<file path="src/assert_macros.svh">
// Assertion macros for the clipper RTL, used by pwc_cell.
// Depends on nothing; taken in by `include where checks are written.
`ifndef ASSERT_MACROS_SVH
`define ASSERT_MACROS_SVH

// Property must hold at every clock edge outside reset.
`define PWC_ASSERT(label, clk, rst_n, prop, msg) \
    label: assert property (@(posedge clk) disable iff (!rst_n) (prop)) else $error(msg);

// When pre holds, post must hold in the next cycle.
`define PWC_ASSERT_NEXT(label, clk, rst_n, pre, post, msg) \
    label: assert property (@(posedge clk) disable iff (!rst_n) (pre) |=> (post)) else $error(msg);

`endif

</file>
<file path="src/pwc_pkg.sv">
// Package for the polygon window clipper: widths, token type, cell states.
// No dependencies; used by pwc_cell, pwc_sink and polygon_window_clipper.
package pwc_pkg;

    localparam int CW   = 16;          // coordinate width
    localparam int DW   = CW + 1;      // coordinate difference width
    localparam int QW   = DW;          // crossing quotient width
    localparam int PW   = 2 * DW + 1;  // product plus rounding term
    localparam int CNTW = $clog2(QW);  // divider step counter

    localparam logic signed [CW-1:0] RST_LEFT   = CW'(0);
    localparam logic signed [CW-1:0] RST_BOTTOM = CW'(0);
    localparam logic signed [CW-1:0] RST_RIGHT  = CW'(10224);
    localparam logic signed [CW-1:0] RST_TOP    = CW'(7664);

    typedef enum logic [1:0] {
        CFG_LEFT   = 2'd0,
        CFG_BOTTOM = 2'd1,
        CFG_RIGHT  = 2'd2,
        CFG_TOP    = 2'd3
    } t_cfg_idx;

    typedef enum logic [2:0] {
        S_IDLE,
        S_MUL,
        S_DIV,
        S_EMIT_X,
        S_EMIT_V,
        S_EMIT_E
    } t_cell_state;

    // Token passed between cells: a vertex, or the end marker of one input item.
    typedef struct packed {
        logic                 is_end;
        logic                 closes;
        logic signed [CW-1:0] x;
        logic signed [CW-1:0] y;
    } t_tok;

    function automatic logic pwc_inside(
        input logic signed [CW-1:0] x,
        input logic signed [CW-1:0] y,
        input logic signed [CW-1:0] bound,
        input logic                 use_y,
        input logic                 keep_ge
    );
        logic signed [CW-1:0] a;
        a = use_y ? y : x;
        return keep_ge ? (a >= bound) : (a <= bound);
    endfunction

endpackage

</file>
<file path="src/polygon_window_clipper.sv">
// Top level of the polygon window clipper: config registers, feeder, cell chain.
// Depends on pwc_pkg, pwc_cell and pwc_sink.
//
// Usage: polygon vertices enter on the s_axis channel, one per transfer, x in
// tdata[15:0] and y in tdata[31:16]; tlast marks the closing vertex. Clipped
// vertices leave on m_axis in the same packing; tuser is 1 for a real vertex
// and 0 for the empty end marker sent when nothing of a closed polygon
// survives; tlast marks the final result of a closed polygon.
// Four identical cells in a row clip against left, top, right and bottom.
// Each cell takes one token at a time; a crossing point costs a multiply
// step followed by a restoring division in that cell, after which the cell
// hands its tokens on. One input item is taken at a time: tready drops after
// the transfer and rises when the item's end marker has left the last cell;
// the final result then passes through the output register.
// Reset (synchronous, active low) clears all cells and restores the window.
// A stalled receiver backs the chain up; the output register lets the
// next item enter while the final result still waits.
// Window registers are written through i_cfg_we/i_cfg_idx/i_cfg_data.
module polygon_window_clipper (
    input  logic                          i_clk,
    input  logic                          i_rst_n,
    input  logic                          i_cfg_we,
    input  logic [1:0]                    i_cfg_idx,
    input  logic [pwc_pkg::CW-1:0]        i_cfg_data,
    input  logic                          s_axis_tvalid,
    output logic                          s_axis_tready,
    input  logic [2*pwc_pkg::CW-1:0]      s_axis_tdata,  // vertex_x, vertex_y
    input  logic                          s_axis_tlast,  // closes_polygon
    output logic                          m_axis_tvalid,
    input  logic                          m_axis_tready,
    output logic [2*pwc_pkg::CW-1:0]      m_axis_tdata,  // out_x, out_y
    output logic                          m_axis_tuser,  // vertex_valid
    output logic                          m_axis_tlast   // last_out
);

    logic signed [pwc_pkg::CW-1:0] r_left, r_bottom, r_right, r_top;
    logic signed [pwc_pkg::CW-1:0] r_in_x, r_in_y;
    logic r_in_close;
    logic r_busy, r_put_pend, r_end_pend;

    logic          ch_valid [0:4];
    logic          ch_ready [0:4];
    pwc_pkg::t_tok ch_tok   [0:4];
    logic          end_done, s_take, feed_take;

    // window registers
    always_ff @(posedge i_clk) begin
        if (!i_rst_n) begin
            r_left   <= pwc_pkg::RST_LEFT;
            r_bottom <= pwc_pkg::RST_BOTTOM;
            r_right  <= pwc_pkg::RST_RIGHT;
            r_top    <= pwc_pkg::RST_TOP;
        end else if (i_cfg_we) begin
            case (pwc_pkg::t_cfg_idx'(i_cfg_idx))
                pwc_pkg::CFG_LEFT:   r_left   <= i_cfg_data;
                pwc_pkg::CFG_BOTTOM: r_bottom <= i_cfg_data;
                pwc_pkg::CFG_RIGHT:  r_right  <= i_cfg_data;
                pwc_pkg::CFG_TOP:    r_top    <= i_cfg_data;
                default: ;
            endcase
        end
    end

    // feeder: each item becomes a vertex token followed by an end token
    assign s_axis_tready = !r_busy;
    assign s_take        = s_axis_tvalid && !r_busy;
    assign feed_take     = ch_valid[0] && ch_ready[0];

    always_comb begin
        ch_valid[0]        = r_put_pend || r_end_pend;
        ch_tok[0].is_end   = !r_put_pend;
        ch_tok[0].closes   = r_in_close;
        ch_tok[0].x        = r_in_x;
        ch_tok[0].y        = r_in_y;
    end

    always_ff @(posedge i_clk) begin
        if (!i_rst_n) begin
            r_busy     <= 1'b0;
            r_put_pend <= 1'b0;
            r_end_pend <= 1'b0;
        end else begin
            if (s_take) begin
                r_busy     <= 1'b1;
                r_put_pend <= 1'b1;
                r_end_pend <= 1'b1;
            end else begin
                if (end_done)
                    r_busy <= 1'b0;
                if (feed_take) begin
                    if (r_put_pend)
                        r_put_pend <= 1'b0;
                    else
                        r_end_pend <= 1'b0;
                end
            end
        end
    end

    always_ff @(posedge i_clk) begin
        if (s_take) begin
            r_in_x     <= s_axis_tdata[pwc_pkg::CW-1:0];
            r_in_y     <= s_axis_tdata[2*pwc_pkg::CW-1:pwc_pkg::CW];
            r_in_close <= s_axis_tlast;
        end
    end

    // left boundary: keep x >= left
    pwc_cell u_cell_left (
        .i_clk(i_clk), .i_rst_n(i_rst_n),
        .i_bound(r_left), .i_use_y(1'b0), .i_keep_ge(1'b1),
        .i_in_valid(ch_valid[0]), .o_in_ready(ch_ready[0]), .i_in_tok(ch_tok[0]),
        .o_out_valid(ch_valid[1]), .i_out_ready(ch_ready[1]), .o_out_tok(ch_tok[1])
    );

    // top boundary: keep y <= top
    pwc_cell u_cell_top (
        .i_clk(i_clk), .i_rst_n(i_rst_n),
        .i_bound(r_top), .i_use_y(1'b1), .i_keep_ge(1'b0),
        .i_in_valid(ch_valid[1]), .o_in_ready(ch_ready[1]), .i_in_tok(ch_tok[1]),
        .o_out_valid(ch_valid[2]), .i_out_ready(ch_ready[2]), .o_out_tok(ch_tok[2])
    );

    // right boundary: keep x <= right
    pwc_cell u_cell_right (
        .i_clk(i_clk), .i_rst_n(i_rst_n),
        .i_bound(r_right), .i_use_y(1'b0), .i_keep_ge(1'b0),
        .i_in_valid(ch_valid[2]), .o_in_ready(ch_ready[2]), .i_in_tok(ch_tok[2]),
        .o_out_valid(ch_valid[3]), .i_out_ready(ch_ready[3]), .o_out_tok(ch_tok[3])
    );

    // bottom boundary: keep y >= bottom
    pwc_cell u_cell_bottom (
        .i_clk(i_clk), .i_rst_n(i_rst_n),
        .i_bound(r_bottom), .i_use_y(1'b1), .i_keep_ge(1'b1),
        .i_in_valid(ch_valid[3]), .o_in_ready(ch_ready[3]), .i_in_tok(ch_tok[3]),
        .o_out_valid(ch_valid[4]), .i_out_ready(ch_ready[4]), .o_out_tok(ch_tok[4])
    );

    pwc_sink u_sink (
        .i_clk(i_clk), .i_rst_n(i_rst_n),
        .i_in_valid(ch_valid[4]), .o_in_ready(ch_ready[4]), .i_in_tok(ch_tok[4]),
        .o_end_done(end_done),
        .m_axis_tvalid(m_axis_tvalid), .m_axis_tready(m_axis_tready),
        .m_axis_tdata(m_axis_tdata), .m_axis_tuser(m_axis_tuser),
        .m_axis_tlast(m_axis_tlast)
    );

endmodule

</file>
<file path="src/pwc_cell.sv">
// One clip cell: clips the vertex stream against a single window boundary.
// Depends on pwc_pkg and assert_macros.svh.
`include "assert_macros.svh"

module pwc_cell (
    input  logic                         i_clk,
    input  logic                         i_rst_n,
    input  logic signed [pwc_pkg::CW-1:0] i_bound,
    input  logic                         i_use_y,
    input  logic                         i_keep_ge,
    input  logic                         i_in_valid,
    output logic                         o_in_ready,
    input  pwc_pkg::t_tok                i_in_tok,
    output logic                         o_out_valid,
    input  logic                         i_out_ready,
    output pwc_pkg::t_tok                o_out_tok
);

    pwc_pkg::t_cell_state r_state, n_state;
    logic r_has_first, n_has_first;
    logic r_pend_end, n_pend_end;
    logic r_close, n_close;
    logic r_in2, n_in2;
    logic r_neg, n_neg;
    logic signed [pwc_pkg::CW-1:0] r_first_x, n_first_x, r_first_y, n_first_y;
    logic signed [pwc_pkg::CW-1:0] r_prev_x, n_prev_x, r_prev_y, n_prev_y;
    logic signed [pwc_pkg::CW-1:0] r_x1, n_x1, r_y1, n_y1, r_x2, n_x2, r_y2, n_y2;
    logic [pwc_pkg::DW-1:0]   r_rem, n_rem, r_md, n_md;
    logic [pwc_pkg::QW-1:0]   r_nq, n_nq;
    logic [pwc_pkg::CNTW-1:0] r_cnt, n_cnt;

    logic signed [pwc_pkg::CW-1:0] a1, a2, b1, b2, ex, ey;
    logic signed [pwc_pkg::DW-1:0] db, dn, den;
    logic [pwc_pkg::DW-1:0]   mb, mn, md;
    logic [2*pwc_pkg::DW-1:0] prod;
    logic [pwc_pkg::PW-1:0]   num;
    logic [pwc_pkg::DW:0]     trial, trial_sub;
    logic                     trial_ge;
    logic signed [pwc_pkg::DW:0] b1_ext, other;
    logic in1, in2, load_edge, v_pend;

    // edge from previous vertex to the incoming one, or to the first on close
    always_comb begin
        ex  = i_in_tok.is_end ? r_first_x : i_in_tok.x;
        ey  = i_in_tok.is_end ? r_first_y : i_in_tok.y;
        in1 = pwc_pkg::pwc_inside(r_prev_x, r_prev_y, i_bound, i_use_y, i_keep_ge);
        in2 = pwc_pkg::pwc_inside(ex, ey, i_bound, i_use_y, i_keep_ge);
    end

    // crossing arithmetic on the latched edge
    always_comb begin
        a1  = i_use_y ? r_y1 : r_x1;
        a2  = i_use_y ? r_y2 : r_x2;
        b1  = i_use_y ? r_x1 : r_y1;
        b2  = i_use_y ? r_x2 : r_y2;
        db  = {b2[pwc_pkg::CW-1], b2} - {b1[pwc_pkg::CW-1], b1};
        dn  = {i_bound[pwc_pkg::CW-1], i_bound} - {a1[pwc_pkg::CW-1], a1};
        den = {a2[pwc_pkg::CW-1], a2} - {a1[pwc_pkg::CW-1], a1};
        mb  = db[pwc_pkg::DW-1]  ? (~db + pwc_pkg::DW'(1))  : db;
        mn  = dn[pwc_pkg::DW-1]  ? (~dn + pwc_pkg::DW'(1))  : dn;
        md  = den[pwc_pkg::DW-1] ? (~den + pwc_pkg::DW'(1)) : den;
        prod = mb * mn;
        num  = {1'b0, prod} + {{(pwc_pkg::PW-pwc_pkg::DW){1'b0}}, (md >> 1)};
        trial     = {r_rem, r_nq[pwc_pkg::QW-1]};
        trial_ge  = (trial >= {1'b0, r_md});
        trial_sub = trial - {1'b0, r_md};
        b1_ext = {b1[pwc_pkg::CW-1], b1[pwc_pkg::CW-1], b1};
        other  = r_neg ? (b1_ext - $signed({1'b0, r_nq}))
                       : (b1_ext + $signed({1'b0, r_nq}));
    end

    always_comb begin
        n_state = r_state;  n_has_first = r_has_first;
        n_pend_end = r_pend_end;  n_close = r_close;  n_in2 = r_in2;
        n_neg = r_neg;
        n_first_x = r_first_x;  n_first_y = r_first_y;
        n_prev_x = r_prev_x;  n_prev_y = r_prev_y;
        n_x1 = r_x1;  n_y1 = r_y1;  n_x2 = r_x2;  n_y2 = r_y2;
        n_rem = r_rem;  n_md = r_md;  n_nq = r_nq;  n_cnt = r_cnt;
        o_in_ready  = 1'b0;
        o_out_valid = 1'b0;
        o_out_tok   = '0;
        load_edge   = 1'b0;
        v_pend      = r_pend_end;
        case (r_state)
            pwc_pkg::S_IDLE: begin
                o_in_ready = 1'b1;
                if (i_in_valid) begin
                    if (!i_in_tok.is_end) begin
                        v_pend   = 1'b0;
                        n_prev_x = i_in_tok.x;
                        n_prev_y = i_in_tok.y;
                        if (!r_has_first) begin
                            n_has_first = 1'b1;
                            n_first_x   = i_in_tok.x;
                            n_first_y   = i_in_tok.y;
                        end else begin
                            load_edge = 1'b1;
                        end
                    end else begin
                        n_close = i_in_tok.closes;
                        if (i_in_tok.closes && r_has_first) begin
                            n_has_first = 1'b0;
                            v_pend      = 1'b1;
                            load_edge   = 1'b1;
                        end else begin
                            n_state = pwc_pkg::S_EMIT_E;
                        end
                    end
                    n_pend_end = v_pend;
                    if (load_edge) begin
                        n_x1 = r_prev_x;  n_y1 = r_prev_y;
                        n_x2 = ex;        n_y2 = ey;
                        n_in2 = in2;
                        if (in1 != in2)
                            n_state = pwc_pkg::S_MUL;
                        else if (in2)
                            n_state = pwc_pkg::S_EMIT_V;
                        else if (v_pend)
                            n_state = pwc_pkg::S_EMIT_E;
                    end
                end
            end
            pwc_pkg::S_MUL: begin
                n_rem   = num[pwc_pkg::PW-2:pwc_pkg::QW];
                n_nq    = num[pwc_pkg::QW-1:0];
                n_md    = md;
                n_neg   = (db[pwc_pkg::DW-1] ^ dn[pwc_pkg::DW-1]) ^ den[pwc_pkg::DW-1];
                n_cnt   = pwc_pkg::CNTW'(pwc_pkg::QW - 1);
                n_state = pwc_pkg::S_DIV;
            end
            pwc_pkg::S_DIV: begin
                n_rem = trial_ge ? trial_sub[pwc_pkg::DW-1:0] : trial[pwc_pkg::DW-1:0];
                n_nq  = {r_nq[pwc_pkg::QW-2:0], trial_ge};
                if (r_cnt == '0)
                    n_state = pwc_pkg::S_EMIT_X;
                else
                    n_cnt = r_cnt - pwc_pkg::CNTW'(1);
            end
            pwc_pkg::S_EMIT_X: begin
                o_out_valid = 1'b1;
                o_out_tok.x = i_use_y ? other[pwc_pkg::CW-1:0] : i_bound;
                o_out_tok.y = i_use_y ? i_bound : other[pwc_pkg::CW-1:0];
                if (i_out_ready) begin
                    if (r_in2)
                        n_state = pwc_pkg::S_EMIT_V;
                    else if (r_pend_end)
                        n_state = pwc_pkg::S_EMIT_E;
                    else
                        n_state = pwc_pkg::S_IDLE;
                end
            end
            pwc_pkg::S_EMIT_V: begin
                o_out_valid = 1'b1;
                o_out_tok.x = r_x2;
                o_out_tok.y = r_y2;
                if (i_out_ready)
                    n_state = r_pend_end ? pwc_pkg::S_EMIT_E : pwc_pkg::S_IDLE;
            end
            pwc_pkg::S_EMIT_E: begin
                o_out_valid      = 1'b1;
                o_out_tok.is_end = 1'b1;
                o_out_tok.closes = r_close;
                if (i_out_ready)
                    n_state = pwc_pkg::S_IDLE;
            end
            default: n_state = pwc_pkg::S_IDLE;
        endcase
    end

    always_ff @(posedge i_clk) begin
        if (!i_rst_n) begin
            r_state     <= pwc_pkg::S_IDLE;
            r_has_first <= 1'b0;
            r_pend_end  <= 1'b0;
        end else begin
            r_state     <= n_state;
            r_has_first <= n_has_first;
            r_pend_end  <= n_pend_end;
        end
    end

    always_ff @(posedge i_clk) begin
        r_close <= n_close;  r_in2 <= n_in2;  r_neg <= n_neg;
        r_first_x <= n_first_x;  r_first_y <= n_first_y;
        r_prev_x <= n_prev_x;  r_prev_y <= n_prev_y;
        r_x1 <= n_x1;  r_y1 <= n_y1;  r_x2 <= n_x2;  r_y2 <= n_y2;
        r_rem <= n_rem;  r_md <= n_md;  r_nq <= n_nq;  r_cnt <= n_cnt;
    end

    `PWC_ASSERT(a_rem_below_div, i_clk, i_rst_n, (r_state != pwc_pkg::S_DIV) || (r_rem < r_md), "divider remainder out of range")
    `PWC_ASSERT_NEXT(a_mul_to_div, i_clk, i_rst_n, r_state == pwc_pkg::S_MUL, r_state == pwc_pkg::S_DIV, "multiply not followed by divide")
    `PWC_ASSERT(a_first_cleared_on_close, i_clk, i_rst_n, !$fell(r_has_first) || $past(i_in_valid && o_in_ready && i_in_tok.is_end && i_in_tok.closes), "first vertex dropped without close")

endmodule

</file>
<file path="src/pwc_sink.sv">
// Output stage: holds back one vertex so the final one can carry tlast.
// Depends on pwc_pkg.
module pwc_sink (
    input  logic                          i_clk,
    input  logic                          i_rst_n,
    input  logic                          i_in_valid,
    output logic                          o_in_ready,
    input  pwc_pkg::t_tok                 i_in_tok,
    output logic                          o_end_done,
    output logic                          m_axis_tvalid,
    input  logic                          m_axis_tready,
    output logic [2*pwc_pkg::CW-1:0]      m_axis_tdata,  // out_x, out_y
    output logic                          m_axis_tuser,  // vertex_valid
    output logic                          m_axis_tlast   // last_out
);

    logic r_pend_v, n_pend_v;
    logic signed [pwc_pkg::CW-1:0] r_pend_x, n_pend_x, r_pend_y, n_pend_y;
    logic r_o_valid, n_o_valid;
    logic signed [pwc_pkg::CW-1:0] r_o_x, n_o_x, r_o_y, n_o_y;
    logic r_o_vv, n_o_vv, r_o_last, n_o_last;
    logic can_load, need_out, take;

    always_comb begin
        can_load   = !r_o_valid || m_axis_tready;
        need_out   = i_in_tok.is_end ? (r_pend_v || i_in_tok.closes) : r_pend_v;
        o_in_ready = !need_out || can_load;
        take       = i_in_valid && o_in_ready;
        o_end_done = take && i_in_tok.is_end;

        n_pend_v = r_pend_v;  n_pend_x = r_pend_x;  n_pend_y = r_pend_y;
        n_o_valid = r_o_valid;  n_o_x = r_o_x;  n_o_y = r_o_y;
        n_o_vv = r_o_vv;  n_o_last = r_o_last;

        if (m_axis_tready)
            n_o_valid = 1'b0;
        if (take && need_out) begin
            n_o_valid = 1'b1;
            if (r_pend_v) begin
                n_o_x = r_pend_x;  n_o_y = r_pend_y;  n_o_vv = 1'b1;
                n_o_last = i_in_tok.is_end && i_in_tok.closes;
            end else begin
                // polygon clipped away: empty end marker
                n_o_x = '0;  n_o_y = '0;  n_o_vv = 1'b0;  n_o_last = 1'b1;
            end
        end
        if (take) begin
            n_pend_v = !i_in_tok.is_end;
            n_pend_x = i_in_tok.x;
            n_pend_y = i_in_tok.y;
        end
    end

    always_ff @(posedge i_clk) begin
        if (!i_rst_n) begin
            r_pend_v  <= 1'b0;
            r_o_valid <= 1'b0;
        end else begin
            r_pend_v  <= n_pend_v;
            r_o_valid <= n_o_valid;
        end
    end

    always_ff @(posedge i_clk) begin
        r_pend_x <= n_pend_x;  r_pend_y <= n_pend_y;
        r_o_x <= n_o_x;  r_o_y <= n_o_y;
        r_o_vv <= n_o_vv;  r_o_last <= n_o_last;
    end

    assign m_axis_tvalid = r_o_valid;
    assign m_axis_tdata  = {r_o_y, r_o_x};
    assign m_axis_tuser  = r_o_vv;
    assign m_axis_tlast  = r_o_last;

endmodule
</file>
<file path="config.mk">
export PLATFORM = sky130hd
export DESIGN_NAME = polygon_window_clipper
export DESIGN_NICKNAME = d
export VERILOG_FILES = /design/src/pwc_pkg.sv /design/src/polygon_window_clipper.sv /design/src/pwc_cell.sv /design/src/pwc_sink.sv
export VERILOG_INCLUDE_DIRS = /design/src /design/src/src
export SDC_FILE = /design/constraint.sdc
export NUM_CORES = 2
export LEC_CHECK = 0
export BUFFER_PORTS_ARGS = -buffer_cell sky130_fd_sc_hd__buf_4
export CORE_MARGIN = 1.5
export CORE_UTILIZATION = 60
export CTS_CLUSTER_DIAMETER = 50
export CTS_CLUSTER_SIZE = 12
export DETAILED_ROUTE_END_ITERATION = 12
export PLACE_DENSITY_LB_ADDON = 0.25
export SYNTH_ARGS = -nofsm -noshare
export SYNTH_HDL_FRONTEND = slang
export SYNTH_SLANG_ARGS = --single-unit
</file>
<file path="constraint.sdc">
create_clock -name i_clk -period 15.7 [get_ports i_clk]
set_input_delay 2.355 -clock i_clk [delete_from_list [all_inputs] [get_ports i_clk]]
set_output_delay 2.355 -clock i_clk [all_outputs]
set_load 0.03 [all_outputs]
</file>
After elaboration in Yosys (flattened, before gate mapping)

Index checks and enable logic that the tools add are counted.

Add/subtract/negate cells: 44
Multipliers: 4
Magnitude comparators: 12
Equal/unequal tests: 55
Multiplexer cells: 171
Bitwise gates (word level): 28
Reduce and logical (&&, ||, !) cells: 76

Operators with widths:

| cell                                                                   | count |
|---|---|
| 17-bit 2-to-1 mux                                                      | 16 |
| 17-bit one-hot mux with 2 select lines                                 | 8 |
| 32-bit one-hot mux with 2 select lines                                 | 4 |
| 17-bit by 2-bit adder with 17-bit output (second input constant)       | 12 |
| 17-bit inverter                                                        | 12 |
| 16-bit by 16-bit subtractor with 17-bit output                         | 12 |
| 16-bit 2-to-1 mux                                                      | 12 |
| 3-bit 2-to-1 mux                                                       | 52 |
| 34-bit by 16-bit adder with 34-bit output                              | 4 |
| 17-bit by 17-bit multiplier with 34-bit output                         | 4 |
| 18-bit by 17-bit greater-or-equal comparator with 1-bit output         | 4 |
| 3-bit one-hot mux with 6 select lines                                  | 4 |
| 17-bit subtractor                                                      | 4 |
| 16-bit adder                                                           | 4 |
| 16-bit greater-or-equal comparator                                     | 4 |
| 16-bit <= comparator                                                   | 4 |
| 16-bit subtractor                                                      | 4 |
| 1-bit 2-to-1 mux                                                       | 63 |
| 3-bit AND reduction                                                    | 16 |
| 2-bit by 1-bit != test with 1-bit output (second input constant)       | 20 |
| 5-bit one-hot mux with 2 select lines                                  | 4 |
| 2-bit AND reduction                                                    | 13 |
| 3-bit by 2-bit equality test with 1-bit output (second input constant) | 8 |
| 3-bit equality test (second input constant)                            | 8 |
| other kinds (20)                                                       | 94 |

Register bits after elaboration: 936
Input bits: 56
Output and inout bits: 36
Logic and storage cells: 480

Depth between registers and ports, before layout

Depth in word-level cells: 13
Depth in mapped cells: 39
Gate-level depth less buffers: 37

Cells and area by module

From an unflattened synthesis, not the netlist that was laid out.

Cell total of the unflattened synthesis: 10822
Area, all modules: 104037.3 µm²

By module, submodules not included:

| module                   | times used | cells each | area an instance (µm²) | sequential area each (µm²) |
|---|---|---|---|---|
| pwc_cell (u_cell_bottom) | 1          | 2629       | 24765.0                | 5715.5 |
| pwc_cell (u_cell_left)   | 1          | 2626       | 24723.7                | 5715.5 |
| pwc_cell (u_cell_top)    | 1          | 2575       | 24440.9                | 5715.5 |
| pwc_cell (u_cell_right)  | 1          | 2572       | 24395.9                | 5715.5 |
| polygon_window_clipper   | 1          | 302        | 3375.7                 | 2332.2 |
| pwc_sink                 | 1          | 118        | 2336.0                 | 2021.9 |

Least setup slack after synthesis

OpenSTA, ideal clock, no wires.

Path type: flip-flop to flip-flop
From: register u_cell_right.r_y2[0] in the netlist's numbering
To: register u_cell_right.r_rem[15] in the netlist's numbering (data pin)
Setup time: 0.256 ns
Data arrival time: 8.742 ns
Slack: 6.702 ns
Cell stages (with the launch flop): 37
Buffers on the path: 2
Clock period less this slack: 8.998 ns
Cells stage by stage: edfxtp_1 -> inv_1 -> ha_1 -> inv_1 -> fa_1 -> a21o_1 -> a21oi_1 -> o21ai_1 -> a41oi_1 -> a31o_2 -> nand2b_1 -> a31oi_1 -> clkbuf_1 -> nor2_1 -> xor2_1 -> clkbuf_1 -> nand2_1 -> fa_1 -> inv_1 -> fa_1 -> inv_1 -> fa_1 -> fa_1 -> fa_1 -> inv_1 -> fa_1 -> ha_1 -> a21oi_1 -> nor2_1 -> nor2_1 -> o2111ai_1 -> a21oi_1 -> a21oi_1 -> a311oi_1 -> o211ai_1 -> or3_1 -> and4_1

Longest elaborated chain between the ends: 7

RTL lines:

| item                                             | line            | text |
|---|---|---|
| start: declaration                               | pwc_cell.sv:27  | `logic signed [pwc_pkg::CW-1:0] r_x1, n_x1, r_y1, n_y1, r_x2, n_x2, r_y2, n_y2;` |
| start signal: assignment                         | pwc_cell.sv:187 | `r_x1 <= n_x1; r_y1 <= n_y1; r_x2 <= n_x2; r_y2 <= n_y2;` |
| 16-bit by 16-bit subtractor with 17-bit output * | pwc_cell.sv:56  | `db = {b2[pwc_pkg::CW-1], b2} - {b1[pwc_pkg::CW-1], b1};` |
| 17-bit inverter                                  | pwc_cell.sv:59  | `mb = db[pwc_pkg::DW-1] ? (~db + pwc_pkg::DW'(1)) : db;` |
| 17-bit by 2-bit adder with 17-bit output         | pwc_cell.sv:59  |  |
| 17-bit 2-to-1 mux *                              | pwc_cell.sv:59  |  |
| 17-bit by 17-bit multiplier with 34-bit output * | pwc_cell.sv:62  | `prod = mb * mn;` |
| 34-bit by 16-bit adder with 34-bit output *      | pwc_cell.sv:63  | `num = {1'b0, prod} + {{(pwc_pkg::PW-pwc_pkg::DW){1'b0}}, (md >> 1)};` |
| 17-bit one-hot mux with 2 select lines *         | pwc_cell.sv:85  | `case (r_state)` |
| net u_cell_right.n_rem (one bit)                 | pwc_cell.sv:28  | `logic [pwc_pkg::DW-1:0] r_rem, n_rem, r_md, n_md;` |
| end signal: assignment                           | pwc_cell.sv:188 | `r_rem <= n_rem; r_md <= n_md; r_nq <= n_nq; r_cnt <= n_cnt;` |
| end: declaration                                 | pwc_cell.sv:28  |  |

Mark *: on every way through the listed nets, which the timed path passes. The rest lies on a longest branch.
A chain may end at the register's enable or synchronous reset.

Final worst setup path

From: register u_cell_top.r_x1[0] in the netlist's numbering
To: register u_cell_top.r_rem[9] in the netlist's numbering (data pin)

Longest elaborated chain between the ends: 7

RTL lines:

| item                                             | line |
|---|---|
| start: declaration                               | pwc_cell.sv:27 |
| start signal: assignment                         | pwc_cell.sv:187 |
| 16-bit by 16-bit subtractor with 17-bit output * | pwc_cell.sv:56 |
| 17-bit inverter                                  | pwc_cell.sv:59 |
| 17-bit by 2-bit adder with 17-bit output         | pwc_cell.sv:59 |
| 17-bit 2-to-1 mux *                              | pwc_cell.sv:59 |
| 17-bit by 17-bit multiplier with 34-bit output * | pwc_cell.sv:62 |
| 34-bit by 16-bit adder with 34-bit output *      | pwc_cell.sv:63 |
| 17-bit one-hot mux with 2 select lines *         | pwc_cell.sv:85 |
| net u_cell_top.n_rem (one bit)                   | pwc_cell.sv:28 |
| end signal: assignment                           | pwc_cell.sv:188 |
| end: declaration                                 | pwc_cell.sv:28 |

Marked as above.

==> run metrics <==
worst hold path type register to register; worst path bufs/invs 4; crit path kind register to register; fillers approximately 13k; family with the most delay on the worst path compound AO/OA/AOI/OAI gates; Overflow after GRT 0; commonest cells in the netlist inv_1 (1538), nand2_1 (1182), fa_1 (980); most common cell in the netlist inv_1; die area roughly 160000 um^2; Tcrit/Tclk final between 60% and 70%; Tmin final about 11 ns; top cell type's share of synthesized area a little over a quarter; core box area between 150000 and 200000 um^2; crit path DAT 11.24 ns; synth warn 0; RSZ-0062 raised after global routing false; most used cell, CP fa_1; fraction of registers with async set/reset 0%; Net Count, Synth roughly 12k; CTS tree yes; row cnt between 100 and 150; mapped cell area about 100000 um^2; post-CTS sizing 0; Main synth FF type edfxtp_1; Pins Over Slew Limit 0; Post-CTS Setup Bufs 0; outcome complete, no violations; DR vias roughly 74k; initial drt markers a little under 7k; layout cells sized above 1 just over 6%; Max H-tree Level 3; crit path launch type register; Final ANT Viol Nets 0; Critical Path Fanout Max 17; Setup Total Neg Slack 0 ns; pre-CTS WS 5.162 ns; DRC Markers 0; Worst Skew ~0.076 ns; Port Buffers a little over 90; Max Clk Rate just over 0.09 GHz; antenna violations before repair 8; worst-margin pin slew about 1.4 ns; Multi-input gate area 63340 um^2; final wirelength around 270000 um; synth unique cells 110; CTS max path bufs 3; # nets final 12.14k; die width slightly above 400 um; Clock Tree Root clkbuf_16; GPL Wtd Cong around 1.0; final setup fails 0; dominant cells by area after synthesis edfxtp_1 (26%), fa_1 (20%), ha_1 (12%), inv_1 (5.9%), nand2_1 (4.6%); CTS sink cnt 936; vias per std cell just under 6; CP max stage delay between 1 and 1.5 ns; Ports 92; Area Growth Syn to Fin 7.701%; vias in the first global route about 75k; final hold vios 0; initial core utilization about three fifths; FF+latch count, synth 936; Critical Path RT roughly 16 ns; crit end category register; die height around 400 um; critical path's slowest cell a31oi_1; synthesized instance count 10.13k; DR pass1 iterations 5; relative slew slack under 10%; first-pass GRT wire length 419800 um; max_cap viols 0; Post-synth EDFFs roughly 850; largest net degree at the start of global routing 66; Clock transition at path regs around 0.060 ns; worst-skew pair later-pin latency roughly 0.78 ns; CTS Hold Bufs 0; mean area per synthesized cell roughly 9.6 um^2; register area share after synthesis 28.01%; DR WL/cell 21.63 um; FF+latch area 27220 um^2; Inserted Clock Buffers about 110; leading area contributor after synthesis edfxtp_1; Final Worst Setup Slack 4.945 ns; HPWL Detailed 214000 um; global-route usage over all layers roughly 33%
-- cell usage in the layout, fill, tap and decap left out, types with 139 or more instances in the layout --
master and count:
edfxtp_1 847, ha_1 904, xnor2_1 406, nor3_1 139
o21ai_0 411, and2_1 290, buf_4 246, a21oi_1 476
a21o_1 219, fa_1 980, inv_1 1537, nor2_1 654
xor2_1 232, nand2b_1 152, nand2_1 1182
-- cell families after synthesis --
kind of cell / count (synthesis) / synth area share (%)
AO/OA/AOI/OAI: 1727 / 11.29
XOR/XNOR: 667 / 6.036
adder cells (fa/ha/maj): 1884 / 31.84
buffers and inverters: 1824 / 7.157
flip-flops: 936 / 28.01
multiplexers: 115 / 1.266
AND/OR/NAND/NOR: 2972 / 14.40
-- registers in the layout, indices dropped and copies added, names as in the netlist, 17 cells and up --
signal               count
u_cell_bottom.r_md      17
u_cell_bottom.r_nq      17
u_cell_bottom.r_rem     17
u_cell_left.r_md        17
u_cell_left.r_nq        17
u_cell_left.r_rem       17
u_cell_right.r_md       17
u_cell_right.r_nq       17
u_cell_right.r_rem      17
u_cell_top.r_md         17
u_cell_top.r_nq         17
u_cell_top.r_rem        17
-- final timing paths --
| path | depth (start not counted) | startpoint | slack (ns) | to |
|---|---|---|---|---|
| max | 32 | u_cell_top.r_x1[0]$_DFFE_PP_ | 4.95 | u_cell_top.r_rem[9]$_DFFE_PP_ |
| min | 0 | u_cell_top.r_prev_x[2]$_DFFE_PP_ | 0.39 | u_cell_top.r_x1[2]$_DFFE_PP_ |
| max reg2reg | 32 | u_cell_top.r_x1[0]$_DFFE_PP_ | 4.95 | u_cell_top.r_rem[9]$_DFFE_PP_ |
| min reg2reg | 0 | u_cell_top.r_prev_x[2]$_DFFE_PP_ | 0.39 | u_cell_top.r_x1[2]$_DFFE_PP_ |
-- layout make-up --
class | instances | area share [%]
repair buffers | 246 | 1.765
well taps | 2160 | 2.583
diodes | 2 | 0.004783
flip-flops and latches | 936 | 26.01
clock buffers | 164 | 3.015
clock inverters | 48 | 0.5644
multi-input cells | 7365 | 60.53
inverters | 1540 | 5.524
-- stage by stage --
step                hold slack, ns  cell area [um^2]  utilization [%]  instances
finish                      0.3931            104600            65.09      12460
global route                0.3993            104600            65.09      12460
CTS                         0.3878            104600            65.09      12460
detailed placement          0.4045            100900            62.76      12250
global placement            0.4004            100900            62.76      12250
floorplan                   0.4003             97150                -      10130
-- per-layer routing --
layer | vias to the layer above | wire length [um] | track usage (%)
met2 | 3118 | 123900 | 52.88
met5 | - | 31 | 0
met4 | 4 | 10900 | 12.29
li1 | 33870 | - | -
met1 | 36660 | 111300 | 45.28
met3 | 564 | 23390 | 5.628
Power is not shown: default switching activity piles up to over one toggle a cycle in this logic, so the estimate is an artifact.
